--- config.mk ---
export PLATFORM = sky130hd
export DESIGN_NAME = periodic_task_tick_scheduler
export DESIGN_NICKNAME = d
export VERILOG_FILES = /design/src/sv/ptts_pkg.sv /design/src/sv/ptts_ctrl.sv /design/src/sv/ptts_datapath.sv /design/src/sv/periodic_task_tick_scheduler.sv
export SDC_FILE = /design/constraint.sdc
export NUM_CORES = 1
export LEC_CHECK = 0
export ABC_AREA = 0
export CAP_MARGIN = 20
export CORE_MARGIN = 2
export CORE_UTILIZATION = 55
export DETAILED_ROUTE_END_ITERATION = 16
export DONT_BUFFER_PORTS = 1
export PLACE_DENSITY = 0.7
export SLEW_MARGIN = 15
export SYNTH_ARGS = -nofsm -noshare
export SYNTH_HDL_FRONTEND = slang
export SYNTH_SLANG_ARGS = --single-unit
--- constraint.sdc ---
create_clock -name clk -period 4.8 [get_ports clk]
set_input_delay 0.96 -clock clk [delete_from_list [all_inputs] [get_ports clk]]
set_output_delay 0.96 -clock clk [all_outputs]
set_load 0.02 [all_outputs]
--- src/sv/ptts_pkg.sv ---
// ============================================================================
// Periodic task tick scheduler package
// Shared sizes, operation and result codes, control structs and helper
// functions for the scheduler's controller and datapath.
// ============================================================================
package ptts_pkg;

    // Table size and countdown width.
    localparam int SLOTS       = 8;
    localparam int TICK_WIDTH  = 16;
    localparam int SLOT_IDX_W  = (SLOTS > 1) ? $clog2(SLOTS) : 1;

    // Item field widths.
    localparam int OP_W        = 2;
    localparam int SLOT_W      = 3;
    localparam int PERIOD_W    = 16;
    localparam int EVENT_W     = 2;
    localparam int IN_TDATA_W  = ((SLOT_W + PERIOD_W + 7) / 8) * 8;
    localparam int OUT_TDATA_W = ((SLOT_W + 7) / 8) * 8;

    // Largest countdown value.
    localparam logic [31:0] TICK_MAX = 32'hFFFF_FFFF >> (32 - TICK_WIDTH);

    // Operation codes of an input item.
    typedef enum logic [OP_W-1:0] {
        OP_TICK   = 2'd0,
        OP_ISSUE  = 2'd1,
        OP_TERM   = 2'd2,
        OP_UPDATE = 2'd3
    } op_t;

    // Result codes of an output item.
    typedef enum logic [EVENT_W-1:0] {
        EV_FIRED  = 2'd0,
        EV_ISSUED = 2'd1,
        EV_FULL   = 2'd2
    } event_t;

    // Controller states.
    typedef enum logic [1:0] {
        ST_IDLE,
        ST_FIRE,
        ST_ISSUE
    } state_t;

    // Commands from the controller to the datapath.
    typedef struct packed {
        logic do_tick;
        logic do_issue;
        logic do_term;
        logic do_update;
        logic emit_fire;
        logic emit_issue;
    } cmd_t;

    // Status from the datapath to the controller.
    typedef struct packed {
        logic fire_any;
        logic fire_single;
        logic out_free;
    } status_t;

    // Converts a period in tenths of a millisecond to ticks: at a 10 kHz
    // tick the two are equal. Zero becomes one, and the result saturates.
    function automatic logic [TICK_WIDTH-1:0] to_ticks(input logic [PERIOD_W-1:0] period);
        logic [31:0] wide;
        wide = 32'(period);
        if (wide == 32'd0)
        begin
            wide = 32'd1;
        end
        if (wide > TICK_MAX)
        begin
            wide = TICK_MAX;
        end
        return TICK_WIDTH'(wide);
    endfunction

    // Index of the lowest set bit of a slot mask.
    function automatic logic [SLOT_IDX_W-1:0] lowest_set(input logic [SLOTS-1:0] mask);
        logic [SLOT_IDX_W-1:0] idx;
        idx = '0;
        for (int i = SLOTS - 1; i >= 0; i--)
        begin
            if (mask[i])
            begin
                idx = SLOT_IDX_W'(i);
            end
        end
        return idx;
    endfunction

endpackage

--- src/sv/ptts_ctrl.sv ---
// ============================================================================
// Scheduler controller
// State machine that accepts items, issues commands to the datapath and
// paces the delivery of results into the output register.
// ============================================================================
module ptts_ctrl (
    input  logic               clk,
    input  logic               rst_n,
    input  logic               s_tvalid,
    output logic               s_tready,
    input  logic [1:0]         operation,
    input  ptts_pkg::status_t  status,
    output ptts_pkg::cmd_t     cmd
);
    import ptts_pkg::*;

    state_t state_reg;
    state_t state_next;
    logic   accept;
    op_t    op;

    assign s_tready = (state_reg == ST_IDLE);
    assign accept   = s_tvalid && s_tready;
    assign op       = op_t'(operation);

    // State register.
    always_ff @(posedge clk or negedge rst_n)
    begin
        if (!rst_n)
        begin
            state_reg <= ST_IDLE;
        end
        else
        begin
            state_reg <= state_next;
        end
    end

    // Next state and commands.
    always_comb
    begin
        state_next = state_reg;
        cmd        = '0;
        unique case (state_reg)
            ST_IDLE:
            begin
                if (accept)
                begin
                    unique case (op)
                        OP_TICK:
                        begin
                            cmd.do_tick = 1'b1;
                            if (status.fire_any)
                            begin
                                state_next = ST_FIRE;
                            end
                        end
                        OP_ISSUE:
                        begin
                            cmd.do_issue = 1'b1;
                            state_next   = ST_ISSUE;
                        end
                        OP_TERM:
                        begin
                            cmd.do_term = 1'b1;
                        end
                        OP_UPDATE:
                        begin
                            cmd.do_update = 1'b1;
                        end
                        default:
                        begin
                            state_next = ST_IDLE;
                        end
                    endcase
                end
            end
            ST_FIRE:
            begin
                if (status.out_free)
                begin
                    cmd.emit_fire = 1'b1;
                    if (status.fire_single)
                    begin
                        state_next = ST_IDLE;
                    end
                end
            end
            ST_ISSUE:
            begin
                if (status.out_free)
                begin
                    cmd.emit_issue = 1'b1;
                    state_next     = ST_IDLE;
                end
            end
            default:
            begin
                state_next = ST_IDLE;
            end
        endcase
    end

endmodule

--- src/sv/ptts_datapath.sv ---
// ============================================================================
// Scheduler datapath
// Slot table with active flags, countdowns and reload values, the mask of
// slots due on the current tick, the pending issue result and the output
// register.
// ============================================================================
module ptts_datapath (
    input  logic                            clk,
    input  logic                            rst_n,
    input  ptts_pkg::cmd_t                  cmd,
    output ptts_pkg::status_t               status,
    input  logic [ptts_pkg::SLOT_W-1:0]     slot,
    input  logic [ptts_pkg::PERIOD_W-1:0]   period,
    output logic                            m_tvalid,
    input  logic                            m_tready,
    output logic [ptts_pkg::EVENT_W-1:0]    event_res,
    output logic [ptts_pkg::SLOT_W-1:0]     slot_out,
    output logic                            last
);
    import ptts_pkg::*;

    logic [SLOTS-1:0]      active_reg;
    logic [TICK_WIDTH-1:0] countdown_reg [SLOTS];
    logic [TICK_WIDTH-1:0] reload_reg [SLOTS];
    logic [SLOTS-1:0]      fire_reg;
    logic [SLOTS-1:0]      fire_next;
    logic [SLOTS-1:0]      due;
    event_t                pend_event_reg;
    logic [SLOT_W-1:0]     pend_slot_reg;
    logic                  out_valid_reg;
    event_t                out_event_reg;
    logic [SLOT_W-1:0]     out_slot_reg;
    logic                  out_last_reg;
    logic [TICK_WIDTH-1:0] ticks;
    logic                  slot_ok;
    logic [SLOT_IDX_W-1:0] slot_idx;
    logic                  free_any;
    logic [SLOT_IDX_W-1:0] free_idx;
    logic [SLOT_IDX_W-1:0] fire_idx;
    logic                  out_load;

    assign ticks    = to_ticks(period);
    assign slot_ok  = (32'(slot) < 32'(SLOTS));
    assign slot_idx = SLOT_IDX_W'(slot);
    assign free_any = ~&active_reg;
    assign free_idx = lowest_set(~active_reg);
    assign fire_idx = lowest_set(fire_reg);
    assign out_load = cmd.emit_fire || cmd.emit_issue;

    // Slots whose countdown reaches zero on this tick.
    always_comb
    begin
        for (int i = 0; i < SLOTS; i++)
        begin
            due[i] = active_reg[i] && (countdown_reg[i] == TICK_WIDTH'(1));
        end
    end

    // The due mask is loaded on a tick and loses its lowest bit per fired item.
    always_comb
    begin
        fire_next = fire_reg;
        if (cmd.do_tick)
        begin
            fire_next = due;
        end
        else if (cmd.emit_fire)
        begin
            fire_next = fire_reg & (fire_reg - SLOTS'(1));
        end
    end

    assign status.fire_any    = |due;
    assign status.fire_single = ((fire_reg & (fire_reg - SLOTS'(1))) == '0);
    assign status.out_free    = !out_valid_reg || m_tready;

    // Active flags and the mask of slots still to fire.
    always_ff @(posedge clk or negedge rst_n)
    begin
        if (!rst_n)
        begin
            active_reg <= '0;
            fire_reg   <= '0;
        end
        else
        begin
            fire_reg <= fire_next;
            if (cmd.do_issue && free_any)
            begin
                active_reg[free_idx] <= 1'b1;
            end
            else if (cmd.do_term && slot_ok)
            begin
                active_reg[slot_idx] <= 1'b0;
            end
        end
    end

    // Countdown and reload values.
    always_ff @(posedge clk)
    begin
        if (cmd.do_tick)
        begin
            for (int i = 0; i < SLOTS; i++)
            begin
                if (active_reg[i])
                begin
                    if (due[i])
                    begin
                        countdown_reg[i] <= reload_reg[i];
                    end
                    else
                    begin
                        countdown_reg[i] <= countdown_reg[i] - TICK_WIDTH'(1);
                    end
                end
            end
        end
        else if (cmd.do_issue && free_any)
        begin
            countdown_reg[free_idx] <= ticks;
            reload_reg[free_idx]    <= ticks;
        end
        else if (cmd.do_update && slot_ok && active_reg[slot_idx])
        begin
            reload_reg[slot_idx] <= ticks;
        end
    end

    // Result of an issue, held until the output register takes it.
    always_ff @(posedge clk)
    begin
        if (cmd.do_issue)
        begin
            if (free_any)
            begin
                pend_event_reg <= EV_ISSUED;
                pend_slot_reg  <= SLOT_W'(free_idx);
            end
            else
            begin
                pend_event_reg <= EV_FULL;
                pend_slot_reg  <= '0;
            end
        end
    end

    // Output register valid flag.
    always_ff @(posedge clk or negedge rst_n)
    begin
        if (!rst_n)
        begin
            out_valid_reg <= 1'b0;
        end
        else if (out_load)
        begin
            out_valid_reg <= 1'b1;
        end
        else if (m_tready)
        begin
            out_valid_reg <= 1'b0;
        end
    end

    // Output register payload.
    always_ff @(posedge clk)
    begin
        if (cmd.emit_fire)
        begin
            out_event_reg <= EV_FIRED;
            out_slot_reg  <= SLOT_W'(fire_idx);
            out_last_reg  <= status.fire_single;
        end
        else if (cmd.emit_issue)
        begin
            out_event_reg <= pend_event_reg;
            out_slot_reg  <= pend_slot_reg;
            out_last_reg  <= 1'b1;
        end
    end

    assign m_tvalid  = out_valid_reg;
    assign event_res = out_event_reg;
    assign slot_out  = out_slot_reg;
    assign last      = out_last_reg;

endmodule

--- src/sv/periodic_task_tick_scheduler.sv ---
// ============================================================================
// Periodic task tick scheduler
// Table of periodic task slots driven by a 10 kHz tick, with issue,
// terminate and update commands and fired events in ascending slot order.
// ============================================================================
// A tick item is accepted; if slots fire, the controller stays in the fire
// state and emits one result for each of them. An issue item passes through
// the issue state to emit its result; terminate and update items emit none.
// The single output register sets this pace: it takes one result per cycle,
// and a stall on m_tready holds the controller in place. A new item is taken
// once the previous item's results have all entered the output register, so
// the next item may be accepted while the last result still waits there.
module periodic_task_tick_scheduler (
    input  logic                                  clk,
    input  logic                                  rst_n,
    input  logic                                  s_tvalid,
    output logic                                  s_tready,
    input  logic [ptts_pkg::IN_TDATA_W-1:0]       s_tdata,   // slot[2:0], period[18:3]
    input  logic [ptts_pkg::OP_W-1:0]             s_tuser,   // operation[1:0]
    output logic                                  m_tvalid,
    input  logic                                  m_tready,
    output logic [ptts_pkg::OUT_TDATA_W-1:0]      m_tdata,   // slot_out[2:0]
    output logic [ptts_pkg::EVENT_W-1:0]          m_tuser,   // event_res[1:0]
    output logic                                  m_tlast
);
    import ptts_pkg::*;

    cmd_t                cmd;
    status_t             status;
    logic [SLOT_W-1:0]   slot_out;

    ptts_ctrl u_ctrl (
        .clk       (clk),
        .rst_n     (rst_n),
        .s_tvalid  (s_tvalid),
        .s_tready  (s_tready),
        .operation (s_tuser),
        .status    (status),
        .cmd       (cmd)
    );

    ptts_datapath u_datapath (
        .clk       (clk),
        .rst_n     (rst_n),
        .cmd       (cmd),
        .status    (status),
        .slot      (s_tdata[SLOT_W-1:0]),
        .period    (s_tdata[SLOT_W+PERIOD_W-1:SLOT_W]),
        .m_tvalid  (m_tvalid),
        .m_tready  (m_tready),
        .event_res (m_tuser),
        .slot_out  (slot_out),
        .last      (m_tlast)
    );

    // Result slot in the low bits, zero fill above.
    assign m_tdata = OUT_TDATA_W'(slot_out);

endmodule
==> results.cfg, run 1 <==
[global_routing]
grt_antenna_before_repair = 0
overflow_after_grt = 0
global_routing_usage_on_met3 = 0.0341
maximum_number_of_pins_on_one_net_before_global_route_repair = 35
gr-usage-met1 = 0.335
via_count_of_the_first_global_routing_pass = 9655
groute.layer.met2.usage = 0.369
gr-max-usage-layer = met2
grtUsageTotal = 0.233
grt_first_pass_wirelength_um = 52200

[timing]
final_hold_viol_count = 0
final-setup-viol-count = 0
min_period_over_period = 0.674
skew_ns = 0.0176
max_slew.worst_pin.slew_ns = 1.07
final.setup.tns_ns = 0
relSlewSlack = 0.287
finalMaxSlewViolations = 0
grt_setup_unrepaired = false
clock.fmax_mhz = 309
post-route-min-period_ns = 3.24

[clock_network]
cts_setup_buffers = 0
clockBufferDepth = 3
clock_latency_ns = 0.56
cts-hold-fix-buffers = 0
numClockSinks = 286
cts_made_buffers = 31
cts_repair_resize_count = 0
buffer_cell_driving_the_clock_tree_root = clkbuf_16
tritoncts = yes
htree_levels = 1
clkTransAtPathRegs_ns = 0.06

[logic_synthesis]
synthesis.yosys.warnings = 0
number_of_flops_mapped_to_enable_cells_by_yosys = 265
synth-simple-area-share = 0.170
mappedNetlistArea_sq_um = 14800
synth.most_common_cell = edfxtp_1
ys_types = 71
yosysTopAreaCell = edfxtp_1
synth_top_area_share = 0.539
synth_sequential_area_ratio = 0.574
synth_mux_area_frac = 0.0321
synthTopCellsByCount = edfxtp_1, nand2_1, o21ai_0, nor2_1, clkbuf_1
synth_top_family_by_area = simple AND/OR/NAND/NOR gates
avgSynthCellArea_sq_um = 10.7
ys_dominant_reg_cell = edfxtp_1
synth-seq-cells = 286
post_synth_xor_area_fraction = 0.0588
syn_inst = 1380
synth_area_leaders = edfxtp_1, o21ai_0, nand2_1, xnor2_1, dfrtp_1
synth-compound-area-share = 0.112
asyncSetResetFlopFracSynth = 0.0664
post_synth_fa_ha_maj_area_fraction = 0.0149

[die]
die_footprint_sq_um = 28200
dieWidth_um = 168
fp-row-count = 59
dieHeight_um = 168
placeableCoreArea_sq_um = 26200
floorplan.initialDensity = 0.563
top_level_ports = 43

[final_layout]
finish.utilization = 0.612
final-seq-area_sq_um = 8470
area_growth_pct = 8.71
summed_area_of_non_filler_cells_in_the_final_layout_sq_um = 16000
drive_gt1_frac = 0.0786
multi_input_logic_area_sq_um = 5780
fillCellCount = 2092
insertedDiodeCount = 0
fin_nets = 1383

[pwr]
total_leakage_power_nw = 5.09
worst_ir_drop_vdd_v = 0.000296
power_density_nw_per_um2 = 382

[worst_setup_path]
critical_path_class = reg -> reg
crit_required_ns = 4.97
crit_path_end_kind = flip-flop
crit_fanout = 16
crit_chain = nor3b_4 > nand3b_2 > inv_2 > o211ai_1 > nor3b_4 > nand2b_1
cp_slowest_stage_delay_ns = 0.72
crit_top_cell = nor3b_4
critical_path_arrival_ns = 3.41
crit_family = simple AND/OR/NAND/NOR gates
cp_num_buf_inv = 1
critical_path.slowest_cell = nand2b_1
worstSetupStartpointType = flip-flop

[run_status]
status = completed

[place]
port_buffer_cells = 0
hpwlAfterDp_um = 20600
placed_cell_area_sq_um = 14900
place_congestion = 0.893

[route]
number_of_detailed_routing_iterations_run_before_antenna_repair = 5
detailroute.via_count = 10101
vias_per_cell = 5.95
avgRoutedWirePerCell_um = 19.4
detail_route.drc_violations = 0
postRouteAntennaNets = 0
routed_wl_um = 32900
detail_route.iter0.violations = 1051

[hold_path]
hp-class = in -> async

[job]
maximum_capacitance_violations = 0
-- final timing paths --
check                                            start                             end  slack (ns)  cells after the start
setup reg to reg                   u_ctrl.state_reg[1]  u_datapath.countdown_reg[3][3]        1.56                      6
hold / removal                                   rst_n             u_ctrl.state_reg[1]        0.09                      0
max in group asynchronous                        rst_n        u_datapath.active_reg[6]        4.62                      0
setup / recovery                   u_ctrl.state_reg[1]  u_datapath.countdown_reg[3][3]        1.56                      6
hold reg to reg            u_datapath.pend_slot_reg[1]          u_datapath.slot_out[1]        0.56                      2
min in group clk                            s_tdata[8]     u_datapath.reload_reg[4][5]        0.49                      0
-- report_power, final --
group,switching (mW),leakage (nW),internal [mW],total [mW]
logic,0.302,1.88,0.181,0.484
registers,0.154,2.66,2.90,3.05
clock network,0.979,0.549,1.61,2.59
-- layout by cell type (no fill, tap or decap), drive strengths merged, types with 8 or more instances in the layout --
cell    netlist  layout
edfxtp      265     265
nand2       207     207
o21ai       185     185
nor2         91      91
xnor2        55      55
mux2i        45      45
xor2         44      44
a21oi        38      38
nor3         35      35
clkbuf       73      34
nand3        31      31
inv          29      30
nor4         29      29
dfrtp        19      19
buf          26      19
or4          18      18
ha           16      16
o31ai        16      16
nand2b       14      14
clkinv        0      14
nand4        13      13
or3          13      13
nor3b        11      11
nor2b        10      10
a211oi        9       9
bufinv        0       8
nor4b         8       8
-- metrics by stage --
| stage | hold slack [ns] | power [mW] | instances | setup WS (ns) |
|---|---|---|---|---|
| 2_1_floorplan | 0.489 | 3.47 | 1384 | 1.16 |
| 3_3_place_gp | 0.538 | 3.56 | 1638 | 1.20 |
| 3_5_place_dp | 0.533 | 3.58 | 1639 | 1.20 |
| 4_1_cts | 0.0732 | 6.16 | 1697 | 1.60 |
| 5_1_grt | 0.0732 | 6.34 | 1697 | 1.30 |
| 6_report | 0.0881 | 6.12 | 1697 | 1.56 |
-- area by class of cell --
type,instances,share of cell area
clock buffer,34,0.0491
clock inverter,24,0.0200
inverter,29,0.00679
multi-input combinational,970,0.360
sequential,286,0.528
tap,335,0.0261
timing repair buffer,19,0.00936
-- kinds of logic after synthesis --
| group | count (synthesis) |
|---|---|
| and+or+nand+nor | 511 |
| AOI/OAI and AO/OA | 290 |
| DFF | 286 |
| buffers and inverters | 128 |
| xor gates and xnor gates | 99 |
| muxes | 47 |
| adders and majority gates | 18 |
| other | 1 |
-- layer usage --
metal  vias to the layer above  part of all wire
li1                       4911                 -
met1                      4846              0.46
met2                       286              0.45
met3                        58             0.057
met4                         0             0.033
met5                         -                 0
-- worst reg2reg max path, delay by kind of cell, from the launching register on --
family | cells | cell delay (ns)
AOI/OAI and AO/OA | 1 | 0.30
buffers and inverters | 1 | 0.24
DFF | 1 | 0.50
and+or+nand+nor | 4 | 1.80
(Power assumes the default switching activity.)
==> inputs of run 2 (changes only) <==
--- a/config.mk
+++ b/config.mk
@@ -5,13 +5,13 @@
 export SDC_FILE = /design/constraint.sdc
 export NUM_CORES = 1
 export LEC_CHECK = 0
-export ABC_AREA = 0
+export ABC_AREA = 1
 export CAP_MARGIN = 20
 export CORE_MARGIN = 2
 export CORE_UTILIZATION = 55
 export DETAILED_ROUTE_END_ITERATION = 16
 export DONT_BUFFER_PORTS = 1
-export PLACE_DENSITY = 0.7
+export PLACE_DENSITY = 0.73
 export SLEW_MARGIN = 15
 export SYNTH_ARGS = -nofsm -noshare
 export SYNTH_HDL_FRONTEND = slang
==> constraint.sdc (replaced) <==
create_clock -name clk -period 2.9 [get_ports clk]
set_input_delay 0.58 -clock clk [delete_from_list [all_inputs] [get_ports clk]]
set_output_delay 0.58 -clock clk [all_outputs]
set_load 0.02 [all_outputs]
==> run 2 against run 1 <==
Effect of this change:
- clock skew decreased by 0.0073 ns
- cell area grew 3.8%
- sequential share of layout area down 1.9 points
- wire length up 18%
- power is 88% higher
- cell count up 23%
- critical path depth rose by 2
- synthesized area is 3.7% higher
- worst setup slack got worse by 1.1 ns
- first-iteration DRC count is 22% higher
- global-route usage increased by 3.7 points
- via count rose by 17%
- critical endpoint is now u_datapath.reload_reg[0][12]
==> results.cfg, run 2 <==
[final_layout]
fin_nets = 1725
mostFrequentLayoutCells = nand2_1, edfxtp_1, nor2_1
drive_gt1_frac = 0.0769
fillCellCount = 2297
area_growth_pct = 8.89
summed_area_of_non_filler_cells_in_the_final_layout_sq_um = 16700
final_common_cell = nand2_1
fin_cells = 2081
insertedDiodeCount = 0

[timing]
finalMaxSlewViolations = 0
final-setup-viol-count = 0
max_slew.worst_pin.slew_ns = 0.657
relSlewSlack = 0.561
post-route-min-period_ns = 2.48
min_period_over_period = 0.854
clock.fmax_mhz = 404
layout_setup_ws_ns = 0.422
grt_setup_unrepaired = false
final_hold_viol_count = 0
skew_ns = 0.0102
final.setup.tns_ns = 0

[logic_synthesis]
syn_inst = 1674
synth-seq-cells = 286
asyncSetResetFlopFracSynth = 0.0664
synthesis.yosys.warnings = 0
synth_top_area_share = 0.520
synthTopCellsByCount = nand2_1, edfxtp_1, nor2_1, o21ai_0, inv_1
ys_dominant_reg_cell = edfxtp_1
yosysTopAreaCell = edfxtp_1
mappedNetlistArea_sq_um = 15300
avgSynthCellArea_sq_um = 9.14
synth_sequential_area_ratio = 0.554
synth_area_leaders = edfxtp_1, nand2_1, nor2_1, o21ai_0, inv_1
number_of_flops_mapped_to_enable_cells_by_yosys = 265
synth.most_common_cell = nand2_1
ys_types = 49

[die]
dieHeight_um = 171
die_footprint_sq_um = 29200
placeableCoreArea_sq_um = 27600
fp-row-count = 61
dieWidth_um = 171
floorplan.initialDensity = 0.555
top_level_ports = 43

[global_routing]
maximum_number_of_pins_on_one_net_before_global_route_repair = 33
grt_first_pass_wirelength_um = 60200
grt_antenna_before_repair = 0
grtUsageTotal = 0.270
overflow_after_grt = 0
via_count_of_the_first_global_routing_pass = 10930

[hold_path]
hp-class = in -> reg
whs_path_depth = 0
worst_hold_startpoint = s_tdata[9]
min_to = u_datapath.reload_reg[2][6]

[route]
detail_route.iter0.violations = 1287
number_of_detailed_routing_iterations_run_before_antenna_repair = 6
vias_per_cell = 5.68
postRouteAntennaNets = 0
avgRoutedWirePerCell_um = 18.7
detailroute.via_count = 11816
detail_route.drc_violations = 0
routed_wl_um = 39000

[place]
numPlacedInstances = 2022
port_buffer_cells = 0
dp_worst_setup_slack_ns = 0.226
placed_cell_area_sq_um = 15600
place_congestion = 0.950
hpwlAfterDp_um = 25600

[pwr]
total_leakage_power_nw = 6.43
power_density_nw_per_um2 = 691
power.share.sequential = 0.475
worst_ir_drop_vdd_v = 0.000501
clockPowerShare = 0.337
switching_power_mw = 3.45
power.internal_mw = 8.06
switching_share = 0.300
combPwrFrac = 0.188

[clock_network]
cts_made_buffers = 31
htree_levels = 1
clockBufferDepth = 3
numClockSinks = 286
buffer_cell_driving_the_clock_tree_root = clkbuf_16
clkTransAtPathRegs_ns = 0.07
clock_latency_ns = 0.56
tritoncts = yes

[job]
maximum_capacitance_violations = 0

[worst_setup_path]
crit_fanout = 16
critical_path_arrival_ns = 2.72
worstSetupStartpointType = flip-flop
crit_path_end_kind = flip-flop
crit-reg2reg-launch = u_ctrl.state_reg[0]
crit_required_ns = 3.14
rr_worst_depth = 8
reg2reg_setup_slack_ns = 0.42
critical_path.reg2reg.endpoint = u_datapath.reload_reg[0][12]
critical_path_class = reg -> reg

[run_status]
status = completed
## run 2: worst max-delay path: stages, from the launching register on
cell and delay (ns):
dfrtp_1 0.41, nor2_4 0.25, nand2_4 0.13, nor2_1 0.27
nand3_2 0.19, o21ai_0 0.35, nand3_1 0.16, nor2_1 0.13
buf_4 0.27
## run 2: final cells by class
type / instances / area (sq um) / area share
clock buffers: 36 / 795 / 0.0477
multi-input cells: 1183 / 5920 / 0.355
repair buffers: 33 / 258 / 0.0155
flip-flops and latches: 286 / 8470 / 0.509
clock inverters: 21 / 195 / 0.0117
well taps: 378 / 473 / 0.0284
inverters: 144 / 542 / 0.0325
## run 2: through the flow
step	total power [mW]	hold WS (ns)	utilization
4_1_cts	11.5	0.102	0.604
5_1_grt	12.0	0.103	0.604
3_3_place_gp	7.59	0.285	0.568
3_5_place_dp	7.67	0.285	0.568
6_report	11.5	0.114	0.604
2_1_floorplan	7.15	0.284	-
## run 2: worst max-delay path by stage
| stage | start | endpoint | slack (ns) | cells past startpoint |
|---|---|---|---|---|
| 3_3_place_gp | u_ctrl.state_reg[0] | u_datapath.countdown_reg[3][15] | 0.33 | 10 |
| 2_1_floorplan | u_ctrl.state_reg[0] | u_datapath.countdown_reg[1][0] | 0.11 | 7 |
| 6_report | u_ctrl.state_reg[0] | u_datapath.reload_reg[0][12] | 0.42 | 8 |
| 3_5_place_dp | u_ctrl.state_reg[0] | u_datapath.countdown_reg[3][15] | 0.23 | 10 |
| 4_1_cts | u_ctrl.state_reg[0] | u_datapath.countdown_reg[3][15] | 0.24 | 10 |
| 5_1_grt | u_ctrl.state_reg[0] | u_datapath.countdown_reg[3][15] | 0.22 | 10 |
## run 2: repair_timing
item / in CTS / in global routing
setup buffers: 0 / 0
gates resized for setup: 0 / 1
hold buffers: 1 / 0
endpoints found under the hold margin: 19 / 0
setup endpoints to repair: 0 / 3
## run 2: power by group through the flow
stage / clock network [mW] / logic, mW / registers [mW]
final: 3.88 / 2.16 / 5.47
after global routing: 4.05 / 2.44 / 5.51
after CTS: 3.92 / 2.15 / 5.46
after detailed placement: 0 / 2.13 / 5.54
after global placement: 0 / 2.06 / 5.53
after floorplan: 0 / 1.70 / 5.45
## run 2: logic make-up after synthesis
kind of cell    Yosys count  synth area share
buf+inv                 209            0.0601
simple gates            790             0.221
xor+xnor                 83            0.0475
fa+ha+maj                16            0.0131
flops                   286             0.554
other cells               1          0.000245
compound gates          289             0.104
## run 2: layer usage
metal	global-route usage	up-vias	routed length, um
met3	0.0426	83	3340
met5	0	-	0
met2	0.424	512	17400
li1	-	5658	-
met4	0.0933	0	1420
met1	0.384	5563	16800
==> inputs of run 3 (changes only) <==
--- a/config.mk
+++ b/config.mk
@@ -5,13 +5,14 @@
 export SDC_FILE = /design/constraint.sdc
 export NUM_CORES = 1
 export LEC_CHECK = 0
-export ABC_AREA = 1
+export ABC_AREA = 0
 export CAP_MARGIN = 20
 export CORE_MARGIN = 2
 export CORE_UTILIZATION = 55
 export DETAILED_ROUTE_END_ITERATION = 16
 export DONT_BUFFER_PORTS = 1
 export PLACE_DENSITY = 0.73
+export RECOVER_POWER = 50
 export SLEW_MARGIN = 15
 export SYNTH_ARGS = -nofsm -noshare
 export SYNTH_HDL_FRONTEND = slang
==> run 3 against run 2 <==
Effect of this change:
- first-iteration DRC count is 29% lower
- largest power group unchanged
- cell count is 17% lower
- via count is 13% lower
- flip-flop and latch count stayed put
- power is 12% lower
- wire length is 15% lower
==> results.cfg, run 3 (synthesis results as in run 1) <==
[clock_network]
cts_setup_buffers = 0
htree_levels = 1
buffer_cell_driving_the_clock_tree_root = clkbuf_16
cts_made_buffers = 30
clockBufferDepth = 3
clock_latency_ns = 0.55
cts_repair_resize_count = 0
numClockSinks = 286
clkTransAtPathRegs_ns = 0.06
tritoncts = yes

[route]
number_of_detailed_routing_iterations_run_before_antenna_repair = 5
routed_wl_um = 33100
detail_route.drc_violations = 0
detail_route.iter0.violations = 915
postRouteAntennaNets = 0
vias_per_cell = 5.94
detailroute.via_count = 10229
avgRoutedWirePerCell_um = 19.2

[final_layout]
insertedDiodeCount = 0
final_common_cell = edfxtp_1
area_growth_pct = 9.49
fin_nets = 1409
fillCellCount = 2085
mostFrequentLayoutCells = edfxtp_1, nand2_1, o21ai_0
drive_gt1_frac = 0.0894

[timing]
finalMaxSlewViolations = 0
final_hold_viol_count = 0
skew_ns = 0.0219
grt_setup_unrepaired = false
final-setup-viol-count = 0
clock.fmax_mhz = 374
layout_setup_ws_ns = 0.223
max_slew.worst_pin.slew_ns = 1.30
relSlewSlack = 0.131
post-route-min-period_ns = 2.68
min_period_over_period = 0.923
final.setup.tns_ns = 0
holdWs_ns = 0.116

[die]
top_level_ports = 43
placeableCoreArea_sq_um = 26200
die_footprint_sq_um = 28200
fp-row-count = 59
floorplan.initialDensity = 0.563
dieHeight_um = 168
dieWidth_um = 168

[global_routing]
maximum_number_of_pins_on_one_net_before_global_route_repair = 33
overflow_after_grt = 0
grt_antenna_before_repair = 0
via_count_of_the_first_global_routing_pass = 10023
grtUsageTotal = 0.237
grt_first_pass_wirelength_um = 53200

[pwr]
power_density_nw_per_um2 = 624
total_leakage_power_nw = 5.19
worst_ir_drop_vdd_v = 0.000490

[place]
port_buffer_cells = 0
place_congestion = 0.922
hpwlAfterDp_um = 20700
dp_worst_setup_slack_ns = 0.294

[job]
maximum_capacitance_violations = 0

[worst_setup_path]
worstSetupStartpointType = flip-flop
critical_path_class = reg -> reg
crit-reg2reg-launch = u_ctrl.state_reg[1]
crit_fanout = 10
crit_path_end_kind = flip-flop
critical_path.startpoint = u_ctrl.state_reg[1]
crit_required_ns = 3.20
critical_path_arrival_ns = 2.97

[hold_path]
hp-class = in -> reg
worst_hold_startpoint = s_tdata[16]

[run_status]
status = completed
## run 3: cell count changes in the layout (fill, tap and decap cells not counted), moves of 26 or more
| cell | before | now |
|---|---|---|
| nor2_1 | 224 | 91 |
| mux2i_1 | 0 | 45 |
| o211ai_1 | 31 | 5 |
| inv_1 | 127 | 28 |
| o21ai_1 | 51 | 20 |
| nand2_1 | 420 | 207 |
## run 3: area by class of cell
| cell class | instances | area (sq um) | area share |
|---|---|---|---|
| flip-flops and latches | 286 | 8470 | 0.524 |
| multi-input cells | 970 | 5740 | 0.355 |
| clock buffers | 35 | 801 | 0.0496 |
| well taps | 335 | 419 | 0.0259 |
| repair buffers | 46 | 327 | 0.0202 |
| clock inverters | 21 | 284 | 0.0176 |
| inverters | 29 | 109 | 0.00674 |
## run 3: per-stage QoR
step                      cell area (sq um)  instances  total power, mW  utilization
after global placement                15100       1665             5.92        0.577
final                                 16200       1722             10.1        0.616
after global routing                  16200       1722             10.4        0.616
after detailed placement              15100       1665             5.96        0.577
after floorplan                       14800       1384             5.75            -
after CTS                             16200       1722             10.2        0.618
## run 3: timing repair
item                                   CTS  global route
endpoints found under the hold margin   19             0
hold buffers                             1             0
setup endpoints to repair                0             0
## run 3: worst paths after layout
| check | endpoint | slack [ns] | depth (start not counted) |
|---|---|---|---|
| worst max-delay path | u_datapath.countdown_reg[6][1] | 0.22 | 6 |
| worst min-delay path | u_datapath.reload_reg[1][13] | 0.12 | 0 |
| worst max register to register | u_datapath.countdown_reg[6][1] | 0.22 | 6 |
| worst min register to register | u_datapath.slot_out[1] | 0.55 | 2 |
| max in group asynchronous | u_datapath.active_reg[6] | 1.71 | 1 |
| min in group asynchronous | u_datapath.fire_reg[7] | 0.61 | 1 |
## run 3: power breakdown
| group | internal, mW | switching, mW |
|---|---|---|
| clock | 2.59 | 1.61 |
| sequential | 4.80 | 0.232 |
| combinational | 0.324 | 0.530 |
## run 3: worst max-delay path: stages, from the launching register on
cell and delay, ns:
dfrtp_1 0.48, nor3b_1 0.31, nand3b_1 0.30, a211oi_1 0.48
and2_1 0.33, buf_4 0.21, mux2_2 0.33
## run 3: layer usage
metal,up-vias,share of wire,routed length (um),global-route usage
met5,-,0,0,0
met4,0,0.038,1270,0.0949
met3,63,0.057,1900,0.0343
met2,285,0.45,15000,0.382
met1,4927,0.45,14900,0.326
li1,4954,-,-,-
